[src/sv/sobel_edge_magnitude_rgb_assert.svh]
// Assertion macros for the Sobel edge magnitude block.
`ifndef SOBEL_EDGE_MAGNITUDE_RGB_ASSERT_SVH
`define SOBEL_EDGE_MAGNITUDE_RGB_ASSERT_SVH

// Same-cycle implication, checked at every rising clock edge out of reset.
`define SEM_ASSERT_SAME(label, ante, cons, msg) \
	label: assert property (@(posedge clk) disable iff (!arst_n) (ante) |-> (cons)) \
		else $error(msg);

// Next-cycle implication.
`define SEM_ASSERT_NEXT(label, ante, cons, msg) \
	label: assert property (@(posedge clk) disable iff (!arst_n) (ante) |=> (cons)) \
		else $error(msg);

`endif

[src/sv/sem_pkg.sv]
// Shared types and constants of the Sobel edge magnitude block.
package sem_pkg;

	localparam int CH_W     = 8;
	localparam int PX_W     = 3 * CH_W;
	localparam int GRAD_W   = 12;
	localparam int SUM_W    = 22;
	localparam int PROD_W   = 2 * CH_W;
	localparam int FW_W     = 11;
	localparam int FH_W     = 16;
	localparam int CFG_W    = 16;
	localparam int ROOT_LAST = CH_W - 1;

	localparam logic [FW_W-1:0] RESET_WIDTH  = FW_W'(640);
	localparam logic [FH_W-1:0] RESET_HEIGHT = FH_W'(480);

	localparam logic REG_FRAME_WIDTH  = 1'b0;
	localparam logic REG_FRAME_HEIGHT = 1'b1;

	localparam logic OP_PIXEL = 1'b0;
	localparam logic OP_DRAIN = 1'b1;

	typedef struct packed {
		logic cfg_wr;
		logic accept;
		logic eff;
		logic mul;
		logic clamp;
		logic div_step;
		logic push;
		logic grad;
		logic square;
		logic root_step;
		logic load_out;
	} ctl_t;

	typedef struct packed {
		logic drain_skip;
		logic emit;
		logic div_done;
		logic root_done;
		logic out_free;
	} stat_t;

endpackage

[src/sv/sem_ctrl.sv]
// Controller state machine of the Sobel edge magnitude block.
module sem_ctrl (
	input  logic          clk,
	input  logic          arst_n,
	input  logic          in_valid,
	input  logic          cfg_valid,
	input  sem_pkg::stat_t stat,
	output sem_pkg::ctl_t  ctl,
	output logic          in_ready,
	output logic          cfg_ready
);

	typedef enum logic [3:0] {
		ST_EFF, ST_MUL, ST_CLAMP, ST_DIV, ST_IDLE,
		ST_PUSH, ST_GRAD, ST_SQUARE, ST_ROOT, ST_OUT
	} state_t;

	state_t state_q;

	always_ff @(posedge clk or negedge arst_n) begin
		if (!arst_n) begin
			state_q <= ST_EFF;
		end else begin
			case (state_q)
				ST_EFF:    state_q <= ST_MUL;
				ST_MUL:    state_q <= ST_CLAMP;
				ST_CLAMP:  state_q <= ST_DIV;
				ST_DIV:    if (stat.div_done) state_q <= ST_IDLE;
				ST_IDLE: begin
					if (cfg_valid) state_q <= ST_EFF;
					else if (in_valid && !stat.drain_skip) state_q <= ST_PUSH;
				end
				ST_PUSH:   state_q <= stat.emit ? ST_GRAD : ST_IDLE;
				ST_GRAD:   state_q <= ST_SQUARE;
				ST_SQUARE: state_q <= ST_ROOT;
				ST_ROOT:   if (stat.root_done) state_q <= ST_OUT;
				ST_OUT:    if (stat.out_free) state_q <= ST_IDLE;
				default:   state_q <= ST_EFF;
			endcase
		end
	end

	always_comb begin
		ctl           = '0;
		ctl.cfg_wr    = (state_q == ST_IDLE) && cfg_valid;
		ctl.accept    = (state_q == ST_IDLE) && !cfg_valid && in_valid;
		ctl.eff       = (state_q == ST_EFF);
		ctl.mul       = (state_q == ST_MUL);
		ctl.clamp     = (state_q == ST_CLAMP);
		ctl.div_step  = (state_q == ST_DIV);
		ctl.push      = (state_q == ST_PUSH);
		ctl.grad      = (state_q == ST_GRAD);
		ctl.square    = (state_q == ST_SQUARE);
		ctl.root_step = (state_q == ST_ROOT);
		ctl.load_out  = (state_q == ST_OUT) && stat.out_free;
	end

	assign cfg_ready = (state_q == ST_IDLE);
	assign in_ready  = (state_q == ST_IDLE) && !cfg_valid;

endmodule

[config.mk]
export PLATFORM = sky130hd
export DESIGN_NAME = sem_ctrl
export DESIGN_NICKNAME = d
export VERILOG_FILES = /design/src/sv/sobel_edge_magnitude_rgb_assert.svh /design/src/sv/sem_pkg.sv /design/src/sv/sem_ctrl.sv
export SDC_FILE = /design/constraint.sdc
export NUM_CORES = 1
export LEC_CHECK = 0
export CORE_AREA = 2 2 39 41
export DETAILED_ROUTE_END_ITERATION = 6
export DIE_AREA = 0 0 41 43
export DONT_BUFFER_PORTS = 1
export PLACE_DENSITY_LB_ADDON = 0.2
export SLEW_MARGIN = 20
export SYNTH_ARGS = -nofsm -noshare
export SYNTH_HDL_FRONTEND = slang
export SYNTH_SLANG_ARGS = --single-unit
[constraint.sdc]
create_clock -name clk -period 2.6 [get_ports clk]
set_input_delay 0.52 -clock clk [delete_from_list [all_inputs] [get_ports clk]]
set_output_delay 0.52 -clock clk [all_outputs]
set_load 0.01 [all_outputs]
# == After elaboration in Yosys (flattened, before gate mapping) ==
# Cells that the tools add are included.
# totals
ff_bits,4
latchBits,0
ram_bits,0
romBits,0
input_bits,9
out_inout_bits,13
elab_cells,30
n_memories,0
# classes
add_sub_neg,0
mul,0
div,0
n_lt_le_gt_ge,0
n_eq_ne,13
shift,0
mux,7
bitwise_logic,0
reduce_logical,9
# op_table
operator,count
4-bit case mux with 10 select lines,1
4-bit 2-to-1 mux,5
4-bit by 3-bit equality test with 1-bit output (second input constant),4
4-bit by 2-bit equality test with 1-bit output (second input constant),2
4-bit equality test (second input constant),2
2-bit inequality test (second input constant),3
1-bit logical AND,5
4-bit by 1-bit equality test with 1-bit output (second input constant),1
4-bit logical NOT,1
4-bit AND reduction,1
3-bit by 2-bit inequality test with 1-bit output (second input constant),1
1-bit logical NOT,2
2-bit 2-to-1 mux,1

# == Logic depth before layout (Yosys ltp) ==
# Gate-level depths: netlist (run 1).
# logic_depth
word_depth,5
ltp_mapped,5
mapped_depth_nobuf,4

# == Worst setup path before layout (run 1) ==
# No wires, ideal clock.
# synth_path
kind,register to output
from,register state_q[0]
to,output ctl[10] (netlist bit)
arrival_ns,1.136
required_ns,2.080
path_slack_ns,0.944
stages_incl_launch_ff,4
path_buffers,1
path_cell_list,dfrtp_1 -> buf_2 -> nor3_1 -> and2_1
# synth_rtl
element,line,rtl
start: declaration,sem_ctrl.sv:18,state_t state_q;
start signal: assignment,sem_ctrl.sv:33,ST_PUSH: state_q <= stat.emit ? ST_GRAD : ST_IDLE;
end: declaration,sem_ctrl.sv:8,"output sem_pkg::ctl_t ctl,"

==> flow_summary.ini, run 1 <==
[run_status]
status = finished, final reports clean

[layout]
regMostFlops = state_q
num-nets-final = 63
largest_reg_flops = 4
design_area_um2 = 409
area_delta_synth_final_pct = 8.64
final_layout_size_suffix_gt1_share_pct = 9.62
antenna_cells = 0
top_regs = state_q (4)
n_fill_cell = 158

[critical_path]
startpoint_type = flop
critPathBufInv = 0
required_ps = 2080
worst-setup-path-type = reg -> out
crit_chain = nand2b_1 -> nor4_2 -> and2_1
r2r_start = state_q[3]
arrival_ps = 1610
max_stage_delay_ps = 490
crit_path_start = state_q[3]
cpLargestDelayFamily = simple AND/OR/NAND/NOR gates
critPathSlowestCell = dfrtp_1
crit_fanout = 13
end_kind = output pin

[sta]
finalSetupViolCount = 0
holdWs_ps = 474
slew_viol_final = 0
finalHoldViolCount = 0
tns_ps = 0
finalCritPeriodShare_pct = 82.0
period_needed_ps = 2130
relSlewSlack_pct = 63.8
fmax_ghz = 0.469
fin_worst_skew_ps = 1.12
worst_pin_slew_ps = 538
rsz0062_at_grt = false

[clock_tree]
cts_tree = built
clkSinkCount = 4
post_cts_buffers = 0
clk_latency_ps = 230
clk_pin_slew_worst_paths_ps = 40
root_buffer = clkbuf_4
cts_buffer_depth = 2
cts_buffers = 3
ctsHtreeMaxLevel = 1

[power]
ir_worst_vdd_uv = 426
power.density_mw_per_mm2 = 1270
p_leak_nw = 0.166

[floorplan]
coreArea_mm2 = 0.00138
die_x_um = 41
die_height_um = 43
io_pins = 22
dieArea_mm2 = 0.00176
fp-row-count = 14
initial_core_util_pct = 27.2

[route]
ant_nets = 0
first_pass_iters = 4
drt-wirelength-per-cell_um = 12.6
finalWirelength_um = 858
vias = 339
routed_via_density = 4.99
drtIter0Drc = 8
drc = 0

[global_route]
grt_max_degree = 15
first_global_vias = 328
grt_use_total_pct = 12.0
antenna_found_initial = 0
grt_overflow = 0
grt_pass1_wl_um = 1380

[worst_hold_path]
worstHoldStart = stat[2]
hold_path_class = in -> reg

[place]
dp_hpwl_um = 654
place.port_buffers = 0
post_dp_cell_area_um2 = 377
place.gp.congestion = 0.634

[flow_run]
maxCapViolations = 0

[synthesis]
seq_area_frac_synth_pct = 26.6
ys_warn_count = 0
async_reset_ff_share_pct = 100
yosys-top-cells-area = dfrtp_1 27%, nand2b_1 8.3%, nor2_1 7.0%
avgSynthCellArea_um2 = 7.24
synthFlopType = dfrtp_1
synth-seq-cells = 4
yosys.area.top_type_share_pct = 26.6
netlist_top_cells_count = 7 x nor2_1, 5 x nand2b_1, 5 x nor3_1
synth_edf_count = 0
syn-num-nets = 61
yosysTopAreaCell = dfrtp_1
synth_cells = 52
synth_area_um2 = 377
synth.distinct_cells = 24
yosysMostFrequentCell = nor2_1
[final timing paths]
kind,endpoint,slack (ps),depth (start not counted)
max in group asynchronous,state_q[0],1890,1
min in group asynchronous,state_q[1],550,1
worst max-delay path,ctl[9],470,3
worst max register to register,state_q[0],1040,4
worst min register to register,state_q[1],700,1
worst min-delay path,state_q[1],470,3
[layout make-up]
cell class | count | area [um^2] | area share [%]
flip-flops and latches | 4 | 100 | 24.5
repair buffers | 1 | 10.0 | 2.45
multi-input cells | 43 | 253 | 61.8
well taps | 16 | 20.0 | 4.89
clock buffers | 3 | 22.5 | 5.50
inverters | 1 | 3.75 | 0.917
[metal layers]
metal  track usage (%)  wire length, um
met5                 0                0
met1              12.1              312
met3              3.66               68
met4              10.0               19
met2              18.8              459
[logic make-up after synthesis]
family	Yosys count	synth area share (%)
buf+inv	5	6.31
xor+xnor	1	2.33
simple gates	33	49.5
compound gates	9	15.3
flops	4	26.6
[worst min-delay path, stage by stage]
cell and delay (ps):
nor2_1 20, nor2_1 70, nor3_1 50
[cells in the final DEF (no fill, tap or decap)]
cell type / instances
inv_1: 1
nor3b_2: 1
nor2b_1: 2
clkbuf_4: 3
nor3_1: 5
and3_1: 1
nand2b_1: 5
and2_1: 2
nor2_1: 7
o21ai_0: 1
dlygate4sd3_1: 1
nor4_2: 1
a21oi_1: 3
a21o_1: 2
a21boi_0: 1
dfrtp_1: 4
or3_1: 1
nand3_1: 1
xnor2_1: 1
nand2_1: 4
a31oi_1: 1
nor3b_1: 2
nor4_1: 1
a31o_1: 1
[report_power, final]
part / switching [mW] / total (mW) / leakage [nW] / internal (mW)
Clock: 0.0244 / 0.0759 / 0.0138 / 0.0516
Sequential: 0.0986 / 0.191 / 0.0493 / 0.0927
Combinational: 0.140 / 0.252 / 0.103 / 0.112
Total: 0.263 / 0.519 / 0.166 / 0.256
[metrics by stage]
stage	cells	power (mW)	worst slack, ps	util [%]
floorplan	52	0.410	944	-
global placement	64	0.449	694	27.2
detailed placement	64	0.446	704	27.2
CTS	68	0.527	452	29.6
global route	68	0.572	314	29.6
finish	68	0.519	469	29.6
[what timing repair did]
action | CTS | global route
gates resized for setup | 0 | 0
setup endpoints to repair | 0 | 0
hold buffers | 1 | 0
endpoints found under the hold margin | 4 | 0
Note: power is estimated with default switching activity, not from simulation.
==> run 2, diff against run 1 <==
clock period = 2.2 ns   (was 2.6 ns; I/O delays follow)
==> flow_summary.ini, run 2 (synthesized netlist as in run 1, its figures left out) <==
[run_status]
status = finished, final reports clean

[sta]
tns_ps = 0
finalHoldViolCount = 0
slew_viol_final = 0
holdWs_ps = 396
fin_worst_skew_ps = 3.85
finalSetupViolCount = 0
rsz0062_at_grt = false
worst_pin_slew_ps = 509
fmax_ghz = 0.529
period_needed_ps = 1890
relSlewSlack_pct = 65.8
finalCritPeriodShare_pct = 86.0

[critical_path]
max_stage_delay_ps = 580
critPathSlowestCell = dfrtp_1
required_ps = 1760
crit_fanout = 12
worst-setup-path-type = reg -> out
arrival_ps = 1450
startpoint_type = flop
cpLargestDelayFamily = simple AND/OR/NAND/NOR gates
crit_chain = nand2b_1 -> nor4_2 -> and2_1
critPathBufInv = 0
end_kind = output pin

[layout]
num-nets-final = 65
top_regs = state_q (4)
design_area_um2 = 424
n_fill_cell = 157
regArea_um2 = 100
multi_input_area_um2 = 253
final_common_cell = nor2_1
area_delta_synth_final_pct = 12.6
regMostFlops = state_q
antenna_cells = 0
final_cell_mix = 7 x nor2_1, 5 x nand2b_1, 5 x nor3_1, 4 x nand2_1, 4 x dfrtp_1
largest_reg_flops = 4
final_layout_size_suffix_gt1_share_pct = 13.0

[floorplan]
dieArea_mm2 = 0.00176
die_height_um = 43
die_x_um = 41
coreArea_mm2 = 0.00138
io_pins = 22
fp-row-count = 14
initial_core_util_pct = 27.2

[global_route]
first_global_vias = 302
grt_max_degree = 15
grt_pass1_wl_um = 1320
grt_overflow = 0
grt_use_total_pct = 11.6
antenna_found_initial = 0

[clock_tree]
root_buffer = clkbuf_4
cts_buffer_depth = 2
clk_latency_ps = 230
clkSinkCount = 4
post_cts_buffers = 0
cts_tree = built
clk_pin_slew_worst_paths_ps = 40
cts_buffers = 3
ctsHtreeMaxLevel = 1

[route]
drt-wirelength-per-cell_um = 12.8
vias = 370
routed_via_density = 5.29
finalWirelength_um = 898
drtIter0Drc = 14
drc = 0
ant_nets = 0
first_pass_iters = 4

[power]
p_leak_nw = 0.177
power.density_mw_per_mm2 = 1460
ir_worst_vdd_uv = 508

[place]
place.gp.congestion = 0.631
dp_hpwl_um = 678
post_dp_cell_area_um2 = 392
place.port_buffers = 0

[flow_run]
maxCapViolations = 0

[worst_hold_path]
hold_path_class = in -> reg
==> run 2: changes by cell type in the layout (fill, tap and decap cells not counted), sizes merged <==
| cell | change |
|---|---|
| buf | +2 |
==> run 2: stage by stage <==
stage	utilization, %	instances	setup WS, ps	power, mW
2_1_floorplan	-	52	624	0.485
3_3_place_gp	28.3	66	535	0.543
5_1_grt	30.7	70	166	0.686
6_report	30.7	70	308	0.621
4_1_cts	30.7	70	280	0.634
3_5_place_dp	28.3	66	532	0.539
==> run 2: final cells by class <==
cell class | instances | area share, %
Timing Repair Buffer | 3 | 5.90
Clock buffer | 3 | 5.31
Sequential cell | 4 | 23.6
Tap cell | 16 | 4.72
Multi-Input combinational cell | 43 | 59.6
Inverter | 1 | 0.885
==> run 2: power breakdown <==
part,internal [mW],total (mW),switching (mW)
combinational,0.140,0.305,0.165
sequential,0.110,0.228,0.118
clock,0.0608,0.0885,0.0277
total,0.310,0.621,0.311
==> run 2: repair_timing <==
item / in CTS / in global routing
gates resized for setup: 0 / 0
hold buffers: 1 / 0
endpoints found under the hold margin: 4 / 0
==> run 2: routing by layer <==
layer	share of wire, %	track usage (%)	routed length, um
met1	38	13.7	343
met5	0	0	0
met4	1.7	10.0	15
met2	53	16.3	475
met3	7.0	3.14	63
==> run 2: worst paths after layout <==
path,start,to,slack (ps),depth (start not counted)
max,state_q[2],ctl[9],310,3
min,stat[2],state_q[1],400,3
max reg2reg,state_q[2],state_q[0],670,5
min reg2reg,state_q[3],state_q[1],690,1
max in group asynchronous,arst_n,state_q[0],1560,1
min in group asynchronous,arst_n,state_q[1],470,1
==> run 2: tightest hold or removal path: cells and delay by family <==
| family | cells | cell delay [ps] |
|---|---|---|
| AND/OR/NAND/NOR | 3 | 150 |
